$ cat config.mk
export PLATFORM = sky130hd
export DESIGN_NAME = sorted_candidate_list_pick
export DESIGN_NICKNAME = d
export VERILOG_FILES = /design/src/sv/scl_pkg.sv /design/src/sv/scl_ctrl.sv /design/src/sv/scl_dpath.sv /design/src/sv/sorted_candidate_list_pick.sv
export SDC_FILE = /design/constraint.sdc
export NUM_CORES = 2
export LEC_CHECK = 0
export BUFFER_PORTS_ARGS = -buffer_cell sky130_fd_sc_hd__buf_2
export CAP_MARGIN = 20
export CELL_PAD_IN_SITES_DETAIL_PLACEMENT = 0
export CELL_PAD_IN_SITES_GLOBAL_PLACEMENT = 1
export CORE_MARGIN = 10
export CORE_UTILIZATION = 40
export DETAILED_ROUTE_END_ITERATION = 6
export PLACE_DENSITY = 0.58
export SETUP_SLACK_MARGIN = 0.02
export SLEW_MARGIN = 15
export SYNTH_ARGS = -nofsm -noshare
export SYNTH_HDL_FRONTEND = slang
export SYNTH_SLANG_ARGS = --single-unit
$ cat constraint.sdc
create_clock -name clk -period 8.9 [get_ports clk]
set_clock_uncertainty 0.05 [all_clocks]
set_input_delay 1.78 -clock clk [delete_from_list [all_inputs] [get_ports clk]]
set_output_delay 1.78 -clock clk [all_outputs]
set_load 0.05 [all_outputs]
$ cat src/sv/scl_pkg.sv
// scl_pkg: shared types and codes for the sorted candidate list
// opcodes, result status codes, store entry layout, controller/datapath command and status
// no dependencies
`default_nettype none

package scl_pkg;

    // candidate index space is fixed by the 5-bit entry_index field
    localparam int IDX_W      = 5;
    localparam int CAND_SLOTS = 32;

    localparam logic [1:0] OP_CLEAR  = 2'd0;
    localparam logic [1:0] OP_INSERT = 2'd1;
    localparam logic [1:0] OP_APPEND = 2'd2;
    localparam logic [1:0] OP_PICK   = 2'd3;

    localparam logic [1:0] ST_DONE = 2'd0;
    localparam logic [1:0] ST_FULL = 2'd1;
    localparam logic [1:0] ST_NONE = 2'd2;

    // flag bit positions inside a store entry
    localparam int FLG_MINR = 0;
    localparam int FLG_ACC  = 1;
    localparam int FLG_ARMA = 2;

    typedef struct packed {
        logic [7:0]  rank;
        logic [31:0] dist_key;
        logic [2:0]  flags;
    } scl_entry_t;

    typedef struct packed {
        logic capture;
        logic start_scan;
        logic start_pick;
        logic start_shift;
        logic step;
        logic write_new;
        logic load_out;
    } scl_cmd_t;

    typedef struct packed {
        logic full;
        logic empty;
        logic found;
        logic exhausted;
        logic shift_done;
    } scl_stat_t;

endpackage

`default_nettype wire

$ cat src/sv/scl_ctrl.sv
// scl_ctrl: sequencing state machine for the sorted candidate list
// drives scl_dpath through scl_cmd_t and reacts to scl_stat_t
// depends on scl_pkg
`default_nettype none

module scl_ctrl (
    input  logic               clk,
    input  logic               rst_n,
    input  logic               in_valid,
    output logic               in_stall,
    input  logic [1:0]         opcode,
    output logic               out_valid,
    input  logic               out_stall,
    input  scl_pkg::scl_stat_t stat,
    output scl_pkg::scl_cmd_t  cmd
);
    import scl_pkg::*;

    typedef enum logic [2:0] {
        S_IDLE,
        S_SCAN,
        S_PREP,
        S_SHIFT,
        S_WRITE,
        S_PICK,
        S_RESP
    } state_t;

    state_t state_reg, state_next;
    logic   out_valid_reg, out_valid_next;

    always_comb
    begin
        state_next     = state_reg;
        cmd            = '0;
        out_valid_next = out_valid_reg && out_stall;
        case (state_reg)
            S_IDLE:
            begin
                if (in_valid)
                begin
                    cmd.capture = 1'b1;
                    case (opcode)
                        OP_INSERT:
                        begin
                            if (stat.full)
                            begin
                                state_next = S_RESP;
                            end
                            else
                            begin
                                cmd.start_scan = 1'b1;
                                state_next     = S_SCAN;
                            end
                        end
                        OP_APPEND:
                        begin
                            state_next = stat.full ? S_RESP : S_WRITE;
                        end
                        OP_PICK:
                        begin
                            if (stat.empty)
                            begin
                                state_next = S_RESP;
                            end
                            else
                            begin
                                cmd.start_pick = 1'b1;
                                state_next     = S_PICK;
                            end
                        end
                        default:
                        begin
                            state_next = S_RESP;
                        end
                    endcase
                end
            end
            S_SCAN:
            begin
                cmd.step = 1'b1;
                if (stat.found || stat.exhausted)
                begin
                    state_next = S_PREP;
                end
            end
            S_PREP:
            begin
                cmd.start_shift = 1'b1;
                state_next      = S_SHIFT;
            end
            S_SHIFT:
            begin
                cmd.step = 1'b1;
                if (stat.shift_done)
                begin
                    state_next = S_WRITE;
                end
            end
            S_WRITE:
            begin
                cmd.write_new = 1'b1;
                state_next    = S_RESP;
            end
            S_PICK:
            begin
                cmd.step = 1'b1;
                if (stat.found || stat.exhausted)
                begin
                    state_next = S_RESP;
                end
            end
            S_RESP:
            begin
                // wait for the output register to be free
                if (!out_valid_reg || !out_stall)
                begin
                    cmd.load_out   = 1'b1;
                    out_valid_next = 1'b1;
                    state_next     = S_IDLE;
                end
            end
            default:
            begin
                state_next = S_IDLE;
            end
        endcase
    end

    always_ff @(posedge clk or negedge rst_n)
    begin
        if (!rst_n)
        begin
            state_reg     <= S_IDLE;
            out_valid_reg <= 1'b0;
        end
        else
        begin
            state_reg     <= state_next;
            out_valid_reg <= out_valid_next;
        end
    end

    assign in_stall  = (state_reg != S_IDLE);
    assign out_valid = out_valid_reg;

endmodule

`default_nettype wire

$ cat src/sv/scl_dpath.sv
// scl_dpath: order list and candidate store memories, walk pipeline, result registers
// runs under commands from scl_ctrl
// depends on scl_pkg
`default_nettype none

module scl_dpath #(
    parameter int MAX_ENTRIES = 32
) (
    input  logic                      clk,
    input  logic                      rst_n,
    input  scl_pkg::scl_cmd_t         cmd,
    output scl_pkg::scl_stat_t        stat,
    input  logic                      cfg_wr_en,
    input  logic [7:0]                cfg_wr_data,
    input  logic [1:0]                opcode,
    input  logic [scl_pkg::IDX_W-1:0] entry_index,
    input  logic [7:0]                rank,
    input  logic [31:0]               distance,
    input  logic                      min_range_flag,
    input  logic                      accepted,
    input  logic                      arm_a_target,
    input  logic [7:0]                pick_category,
    input  logic                      node_flag,
    output logic [1:0]                status,
    output logic [5:0]                position,
    output logic [5:0]                list_count,
    output logic [scl_pkg::IDX_W-1:0] picked_index
);
    import scl_pkg::*;

    localparam int AW = $clog2(MAX_ENTRIES);
    localparam int CW = $clog2(MAX_ENTRIES + 1);

    typedef enum logic [1:0] {
        MODE_SCAN,
        MODE_PICK,
        MODE_SHIFT
    } mode_t;

    // memories
    logic [IDX_W-1:0] ord_mem [MAX_ENTRIES];
    scl_entry_t       st_mem  [CAND_SLOTS];

    // control
    logic [7:0]    tcat_reg;
    logic [CW-1:0] count_reg;
    mode_t         mode_reg;
    logic [CW-1:0] left_reg;
    logic [AW-1:0] ptr_reg;
    logic          v1_reg;
    logic          v2_reg;

    // walk pipeline payload
    logic [AW-1:0]    ptr1_reg;
    logic [AW-1:0]    ptr2_reg;
    logic [IDX_W-1:0] ord_q_reg;
    logic [IDX_W-1:0] idx2_reg;
    scl_entry_t       st_q_reg;

    // latched word and per-operation results
    logic [IDX_W-1:0] it_idx_reg;
    logic [7:0]       it_rank_reg;
    logic [31:0]      it_dist_reg;
    logic [2:0]       it_flags_reg;
    logic [7:0]       it_cat_reg;
    logic             it_node_reg;
    logic [CW-1:0]    at_reg;
    logic [1:0]       status_reg;
    logic [CW-1:0]    pos_reg;
    logic [IDX_W-1:0] picked_reg;

    logic [1:0]       out_status_reg;
    logic [5:0]       out_pos_reg;
    logic [5:0]       out_count_reg;
    logic [IDX_W-1:0] out_picked_reg;

    logic issue;
    logic hit;
    logic keep;
    logic found;
    logic exhausted;
    logic start;

    assign start = cmd.start_scan || cmd.start_pick || cmd.start_shift;
    assign issue = cmd.step && (left_reg != '0);

    // insert stops before an entry of lower rank, or equal rank and smaller distance
    assign hit = (it_rank_reg > st_q_reg.rank) ||
                 ((it_rank_reg == st_q_reg.rank) && (it_dist_reg > st_q_reg.dist_key));

    assign keep = !st_q_reg.flags[FLG_MINR] && st_q_reg.flags[FLG_ACC] &&
                  !((it_cat_reg == tcat_reg) && st_q_reg.flags[FLG_ARMA] && !it_node_reg);

    assign found = v2_reg && (((mode_reg == MODE_SCAN) && hit) ||
                              ((mode_reg == MODE_PICK) && keep));
    assign exhausted = (left_reg == '0) && !v1_reg && !v2_reg;

    assign stat.full       = (count_reg == CW'(MAX_ENTRIES));
    assign stat.empty      = (count_reg == '0);
    assign stat.found      = found;
    assign stat.exhausted  = exhausted;
    assign stat.shift_done = (left_reg == '0) && !v1_reg;

    // walk control
    always_ff @(posedge clk or negedge rst_n)
    begin
        if (!rst_n)
        begin
            tcat_reg  <= '0;
            count_reg <= '0;
            mode_reg  <= MODE_SCAN;
            left_reg  <= '0;
            ptr_reg   <= '0;
            v1_reg    <= 1'b0;
            v2_reg    <= 1'b0;
        end
        else
        begin
            if (cfg_wr_en)
            begin
                tcat_reg <= cfg_wr_data;
            end

            if (cmd.capture && (opcode == OP_CLEAR))
            begin
                count_reg <= '0;
            end
            else if (cmd.write_new)
            begin
                count_reg <= CW'(count_reg + 1'b1);
            end

            if (cmd.start_scan)
            begin
                mode_reg <= MODE_SCAN;
                ptr_reg  <= '0;
                left_reg <= count_reg;
            end
            else if (cmd.start_pick)
            begin
                mode_reg <= MODE_PICK;
                ptr_reg  <= AW'(count_reg - 1'b1);
                left_reg <= count_reg;
            end
            else if (cmd.start_shift)
            begin
                mode_reg <= MODE_SHIFT;
                ptr_reg  <= AW'(count_reg - 1'b1);
                left_reg <= CW'(count_reg - at_reg);
            end
            else if (issue)
            begin
                left_reg <= CW'(left_reg - 1'b1);
                if (mode_reg == MODE_SCAN)
                begin
                    ptr_reg <= AW'(ptr_reg + 1'b1);
                end
                else
                begin
                    ptr_reg <= AW'(ptr_reg - 1'b1);
                end
            end

            v1_reg <= !start && issue;
            v2_reg <= !start && cmd.step && v1_reg;
        end
    end

    // pipeline payload and memory reads
    always_ff @(posedge clk)
    begin
        ptr1_reg  <= ptr_reg;
        ptr2_reg  <= ptr1_reg;
        idx2_reg  <= ord_q_reg;
        ord_q_reg <= ord_mem[ptr_reg];
        st_q_reg  <= st_mem[ord_q_reg];
    end

    // order list write: new index, or one slot of the tail shift
    always_ff @(posedge clk)
    begin
        if (cmd.write_new)
        begin
            ord_mem[at_reg[AW-1:0]] <= it_idx_reg;
        end
        else if (cmd.step && (mode_reg == MODE_SHIFT) && v1_reg)
        begin
            ord_mem[AW'(ptr1_reg + 1'b1)] <= ord_q_reg;
        end
    end

    always_ff @(posedge clk)
    begin
        if (cmd.write_new)
        begin
            st_mem[it_idx_reg] <= '{rank: it_rank_reg, dist_key: it_dist_reg,
                                    flags: it_flags_reg};
        end
    end

    // latched word and results
    always_ff @(posedge clk)
    begin
        if (cmd.capture)
        begin
            it_idx_reg   <= entry_index;
            it_rank_reg  <= rank;
            it_dist_reg  <= distance;
            it_flags_reg <= {arm_a_target, accepted, min_range_flag};
            it_cat_reg   <= pick_category;
            it_node_reg  <= node_flag;
            at_reg       <= count_reg;
            pos_reg      <= '0;
            picked_reg   <= '0;
            if (((opcode == OP_INSERT) || (opcode == OP_APPEND)) && stat.full)
            begin
                status_reg <= ST_FULL;
            end
            else if (opcode == OP_PICK)
            begin
                status_reg <= ST_NONE;
            end
            else
            begin
                status_reg <= ST_DONE;
            end
        end
        else
        begin
            if (cmd.step && (mode_reg == MODE_SCAN) && (found || exhausted))
            begin
                at_reg <= found ? CW'(ptr2_reg) : count_reg;
            end
            if (cmd.step && (mode_reg == MODE_PICK) && found)
            begin
                picked_reg <= idx2_reg;
                status_reg <= ST_DONE;
            end
            if (cmd.write_new)
            begin
                pos_reg <= at_reg;
            end
        end

        if (cmd.load_out)
        begin
            out_status_reg <= status_reg;
            out_pos_reg    <= 6'(pos_reg);
            out_count_reg  <= 6'(count_reg);
            out_picked_reg <= picked_reg;
        end
    end

    assign status       = out_status_reg;
    assign position     = out_pos_reg;
    assign list_count   = out_count_reg;
    assign picked_index = out_picked_reg;

endmodule

`default_nettype wire

$ cat src/sv/sorted_candidate_list_pick.sv
// throughput: one word at a time, the input opens again as out_valid rises (later
// while an earlier result is still stalled); walks step one entry per cycle behind
// a two-deep registered read (order list, then candidate store)
// reset: asynchronous active low, empties the list and clears torpedo_category
`default_nettype none

module sorted_candidate_list_pick #(
    parameter int MAX_ENTRIES = 32
) (
    input  logic                      clk,
    input  logic                      rst_n,
    input  logic                      cfg_wr_en,
    input  logic [7:0]                cfg_wr_data,
    input  logic                      in_valid,
    output logic                      in_stall,
    input  logic [1:0]                opcode,
    input  logic [scl_pkg::IDX_W-1:0] entry_index,
    input  logic [7:0]                rank,
    input  logic [31:0]               distance,
    input  logic                      min_range_flag,
    input  logic                      accepted,
    input  logic                      arm_a_target,
    input  logic [7:0]                pick_category,
    input  logic                      node_flag,
    output logic                      out_valid,
    input  logic                      out_stall,
    output logic [1:0]                status,
    output logic [5:0]                position,
    output logic [5:0]                list_count,
    output logic [scl_pkg::IDX_W-1:0] picked_index
);
    import scl_pkg::*;

    scl_cmd_t  cmd;
    scl_stat_t stat;

    scl_ctrl u_ctrl (
        .clk       (clk),
        .rst_n     (rst_n),
        .in_valid  (in_valid),
        .in_stall  (in_stall),
        .opcode    (opcode),
        .out_valid (out_valid),
        .out_stall (out_stall),
        .stat      (stat),
        .cmd       (cmd)
    );

    scl_dpath #(
        .MAX_ENTRIES (MAX_ENTRIES)
    ) u_dpath (
        .clk            (clk),
        .rst_n          (rst_n),
        .cmd            (cmd),
        .stat           (stat),
        .cfg_wr_en      (cfg_wr_en),
        .cfg_wr_data    (cfg_wr_data),
        .opcode         (opcode),
        .entry_index    (entry_index),
        .rank           (rank),
        .distance       (distance),
        .min_range_flag (min_range_flag),
        .accepted       (accepted),
        .arm_a_target   (arm_a_target),
        .pick_category  (pick_category),
        .node_flag      (node_flag),
        .status         (status),
        .position       (position),
        .list_count     (list_count),
        .picked_index   (picked_index)
    );

`ifndef NO_ASSERTIONS
    // one word in flight: input side closes right after an accept
    a_busy_after_accept: assert property (@(posedge clk) disable iff (!rst_n)
        (in_valid && !in_stall) |=> in_stall)
        else $error("input accepted while a word is still in progress");

    a_full_count: assert property (@(posedge clk) disable iff (!rst_n)
        (out_valid && (status == ST_FULL)) |-> (list_count == 6'(MAX_ENTRIES)))
        else $error("full status with list not at capacity");

    a_none_picked_zero: assert property (@(posedge clk) disable iff (!rst_n)
        (out_valid && (status == ST_NONE)) |-> (picked_index == '0))
        else $error("pick with no target returned a nonzero index");

    a_pos_zero: assert property (@(posedge clk) disable iff (!rst_n)
        (out_valid && (status != ST_DONE)) |-> (position == '0))
        else $error("nonzero position on a failed operation");
`endif

endmodule

`default_nettype wire

==> key figures <==
Setup path
  • Worst Path Buf+Inv: 0
  • CP cell instances: ha_1 > nand4_1 > nor4_1 > a21boi_0 > o41a_1 > nor3_1 > nor3_1 > mux2_2
  • Worst setup EP type: flip-flop
  • CP arrival: 5.08 ns
  • CP required: 9.41 ns
  • WS Path Type: flip-flop to flip-flop
  • Family with the most delay on the worst path: simple AND/OR/NAND/NOR gates
  • Max incr delay on CP: 1.05 ns
  • Max FO, Critical Path: 33
  • Most used cell, CP: nor3_1
  • Worst setup SP type: flip-flop
  • Worst path slowest cell: edfxtp_1

Timing
  • Worst slew margin: 29.30%
  • Final setup viols: 0
  • Tcrit/Tclk final: about half
  • Min cycle time layout: approximately 4.6 ns
  • Fin Hold WS: 0.3264 ns
  • Highest Clock Rate: around 0.22 GHz
  • Final Hold Viols: 0
  • Max Slew Vio Count: 0
  • RSZ-0062 raised after global routing: no
  • Slew of the pin with the lowest slew margin: 1.061 ns
  • Setup tns final: 0 ns
  • Final setup margin: ~4.3 ns

Floorplanning
  • Starting Density: 40.22%
  • Io pins: 93
  • Core Rows: 149
  • Die Y-Extent: 427.1 um
  • Core area: ~0.16 mm2
  • DIE AREA: about 0.18 mm2
  • Chip width: 427.1 um

Clocking
  • CTS Buf Count: between 150 and 200
  • Worst skew pair latency: around 0.8 ns
  • Hold-fix buffers, CTS: 0
  • Root Driver: clkbuf_16
  • # resized after CTS: 0
  • Clock sink count: 1,727
  • Clk slew on worst S/H paths: approximately 0.06 ns
  • Setup bufs post-CTS: 0
  • Clock Path Buffers: 3
  • H-tree levels: 4
  • CTS tree: done

Placed design
  • DP Cell Count: 5,156
  • GP Congestion: 0.7633
  • Input/output buffers: 92
  • DP Wirelength: approximately 86,000 um
  • Setup slack at placement: 4.253 ns

Logic synthesis
  • Area share of fa/ha/maj cells after synthesis: 1.155%
  • Mapped Nets: 3,066
  • FF+latch count, synth: 1,727
  • Simple-gate share of the synthesized area: 1.821%
  • XOR/XNOR share of the synthesized area: 0.3700%
  • Area leader, netlist: edfxtp_1
  • Yosys warnings: 0
  • Post-Synthesis Cells: just under 3,000
  • Share of the synthesized area in the top cell type: 73.39%
  • Largest cells by area after synthesis: edfxtp_1 73%, mux4_2 16%, dfxtp_1 2.2%, dfrtp_1 1.2%, ha_1 1.1%
  • Post-synth ARST share: 1.911%
  • Largest family of logic cells by synthesized area: multiplexers
  • Top FF cell, synth: edfxtp_1
  • Netlist cell types: 63
  • Register area share after synthesis: approximately 77%
  • Post-synthesis compound-gate area fraction: 1.012%
  • Mux cell area share after synthesis: 17.47%
  • EDFF count, synth: 1,620
  • Mapped cell area: 0.06629 mm2
  • Avg Inst Size Synth: ~23 um2

Final layout
  • Fraction of layout cells with a size suffix above 1: 31.48%
  • Max reg flops: 1,376
  • Final Net Count: 3,283
  • Fill cell count: 13,695
  • Final Non-Filler Cells: roughly 5,500
  • Area growth syn-to-layout: 14.58%
  • Finished Core Util: 46.09%
  • Antenna fix cells: 0

Routing
  • Drt drc: 0
  • DRT Wirelength: ~170,000 um
  • Via count: 30,550
  • Routed len/inst: 30.47 um
  • Detail Route Antenna Nets: 0
  • Starting DRC count in detailed routing: 3,074
  • DR pass1 iterations: 5
  • Via density: between 5 and 6

Power
  • VDD IR max: 0.0002429 V
  • PD cells: 308.7 mW/mm2
  • Pleak: about 24 nW

Global route
  • Most Crowded Layer GR: met2
  • Met3 GRT Util: around 3.1%
  • Initial antenna violation count: 3
  • Gr ovfl total: 0
  • Largest net degree at the start of global routing: 132
  • First-pass GRT wire length: between 200,000 and 250,000 um
  • Met2 usage: 31.22%
  • Number of global-route vias before repair: 32,619
  • Met1 GRT Util: 24.92%
  • Gr usage total: roughly 18%

Hold path
  • Hold Crit Class: flip-flop to flip-flop

Run
  • Total of max-cap violations: 0

Run status
  • Status: finished, final reports clean
[cells by family (layout without fill, tap and decap cells)]
| logic type | Yosys count | count (layout) |
|---|---|---|
| flops | 1727 | 1727 |
| mux | 549 | 549 |
| simple gates | 265 | 265 |
| buf+inv | 200 | 573 |
| compound gates | 105 | 105 |
| fa+ha+maj | 60 | 60 |
| xor+xnor | 28 | 28 |
[worst register-to-register path, stage by stage, from the launching register on]
cell and delay (ns):
edfxtp_1 1.05, ha_1 0.33, nand4_1 0.17, nor4_1 0.89
a21boi_0 0.28, o41a_1 0.21, nor3_1 0.15, nor3_1 0.78
mux2_2 0.42
[metal layers]
| metal | wire length (um) | share of wire, % |
|---|---|---|
| met3 | 9389 | 5.6 |
| met2 | 85280 | 51 |
| met4 | 3206 | 1.9 |
| met1 | 69610 | 42 |
| met5 | 0 | 0 |
[metrics by stage]
step	total power, W	area (um2)
6_report	0.02345	75950
5_1_grt	0.02447	75950
4_1_cts	0.02373	75840
3_5_place_dp	0.01608	69800
3_3_place_gp	0.01600	69750
2_1_floorplan	0.01443	66290
[cells in the mapped netlist (3+ instances only)]
| library cell | instances |
|---|---|
| a211oi_1 | 6 |
| a21boi_0 | 4 |
| a21o_1 | 8 |
| a21oi_1 | 40 |
| buf_1 | 17 |
| buf_2 | 32 |
| buf_4 | 3 |
| buf_6 | 6 |
| clkbuf_1 | 76 |
| dfrtp_1 | 33 |
| dfxtp_1 | 74 |
| edfxtp_1 | 1620 |
| ha_1 | 58 |
| inv_1 | 64 |
| mux2_2 | 61 |
| mux2i_1 | 8 |
| mux4_2 | 480 |
| nand2_1 | 83 |
| nand2b_1 | 3 |
| nand3_1 | 13 |
| nand3b_1 | 7 |
| nand4_1 | 12 |
| nor2_1 | 102 |
| nor2b_1 | 4 |
| nor3_1 | 13 |
| nor3b_1 | 3 |
| nor4_1 | 5 |
| o211ai_1 | 3 |
| o21a_1 | 3 |
| o21ai_0 | 17 |
| o22ai_1 | 3 |
| o31ai_1 | 4 |
| or3_1 | 4 |
| xnor2_1 | 18 |
| xor2_1 | 10 |
[area by class of cell]
class / count / area [um2] / area share (%)
timing repair buffer: 174 / 1246 / 1.641
clock inverter: 106 / 1301 / 1.713
tap: 2189 / 2739 / 3.606
multi-input combinational: 1007 / 14720 / 19.37
inverter: 64 / 242.7 / 0.3196
sequential: 1727 / 50970 / 67.11
clock buffer: 229 / 4736 / 6.235
[cells in the final DEF (no fill, tap or decap), types with 58 or more instances in the layout]
cell type	count
mux4_2	480
clkbuf_16	178
mux2_2	61
buf_4	70
inv_1	63
nand2_1	81
dfxtp_1	69
ha_1	58
edfxtp_1	1620
nor2_1	70
buf_2	92
[where the power goes]
| group | switching (W) | internal, W | total, W |
|---|---|---|---|
| combinational | 0.00275 | 0.00291 | 0.00566 |
| sequential | 0.000591 | 0.00956 | 0.0102 |
| clock | 0.00317 | 0.00446 | 0.00764 |
| total | 0.00651 | 0.0169 | 0.0235 |
[path summary, 6_finish.rpt]
check                                                   from                          endpoint  slack (ns)  cells past startpoint
max in group asynchronous                              rst_n    u_dpath.ptr_reg[0]$_DFFE_PN0P_        7.12                      1
min                              u_dpath.ptr1_reg[4]$_DFF_P_       u_dpath.ptr2_reg[4]$_DFF_P_        0.33                      0
max                        u_dpath.it_dist_reg[14]$_DFFE_PP_       u_dpath.at_reg[3]$_DFFE_PP_        4.32                      8
max reg2reg                u_dpath.it_dist_reg[14]$_DFFE_PP_       u_dpath.at_reg[3]$_DFFE_PP_        4.32                      8
min in group asynchronous                              rst_n  u_dpath.count_reg[5]$_DFFE_PN0P_        1.04                      1
min reg2reg                      u_dpath.ptr1_reg[4]$_DFF_P_       u_dpath.ptr2_reg[4]$_DFF_P_        0.33                      0
No activity file was read; power rests on OpenSTA's default activity.
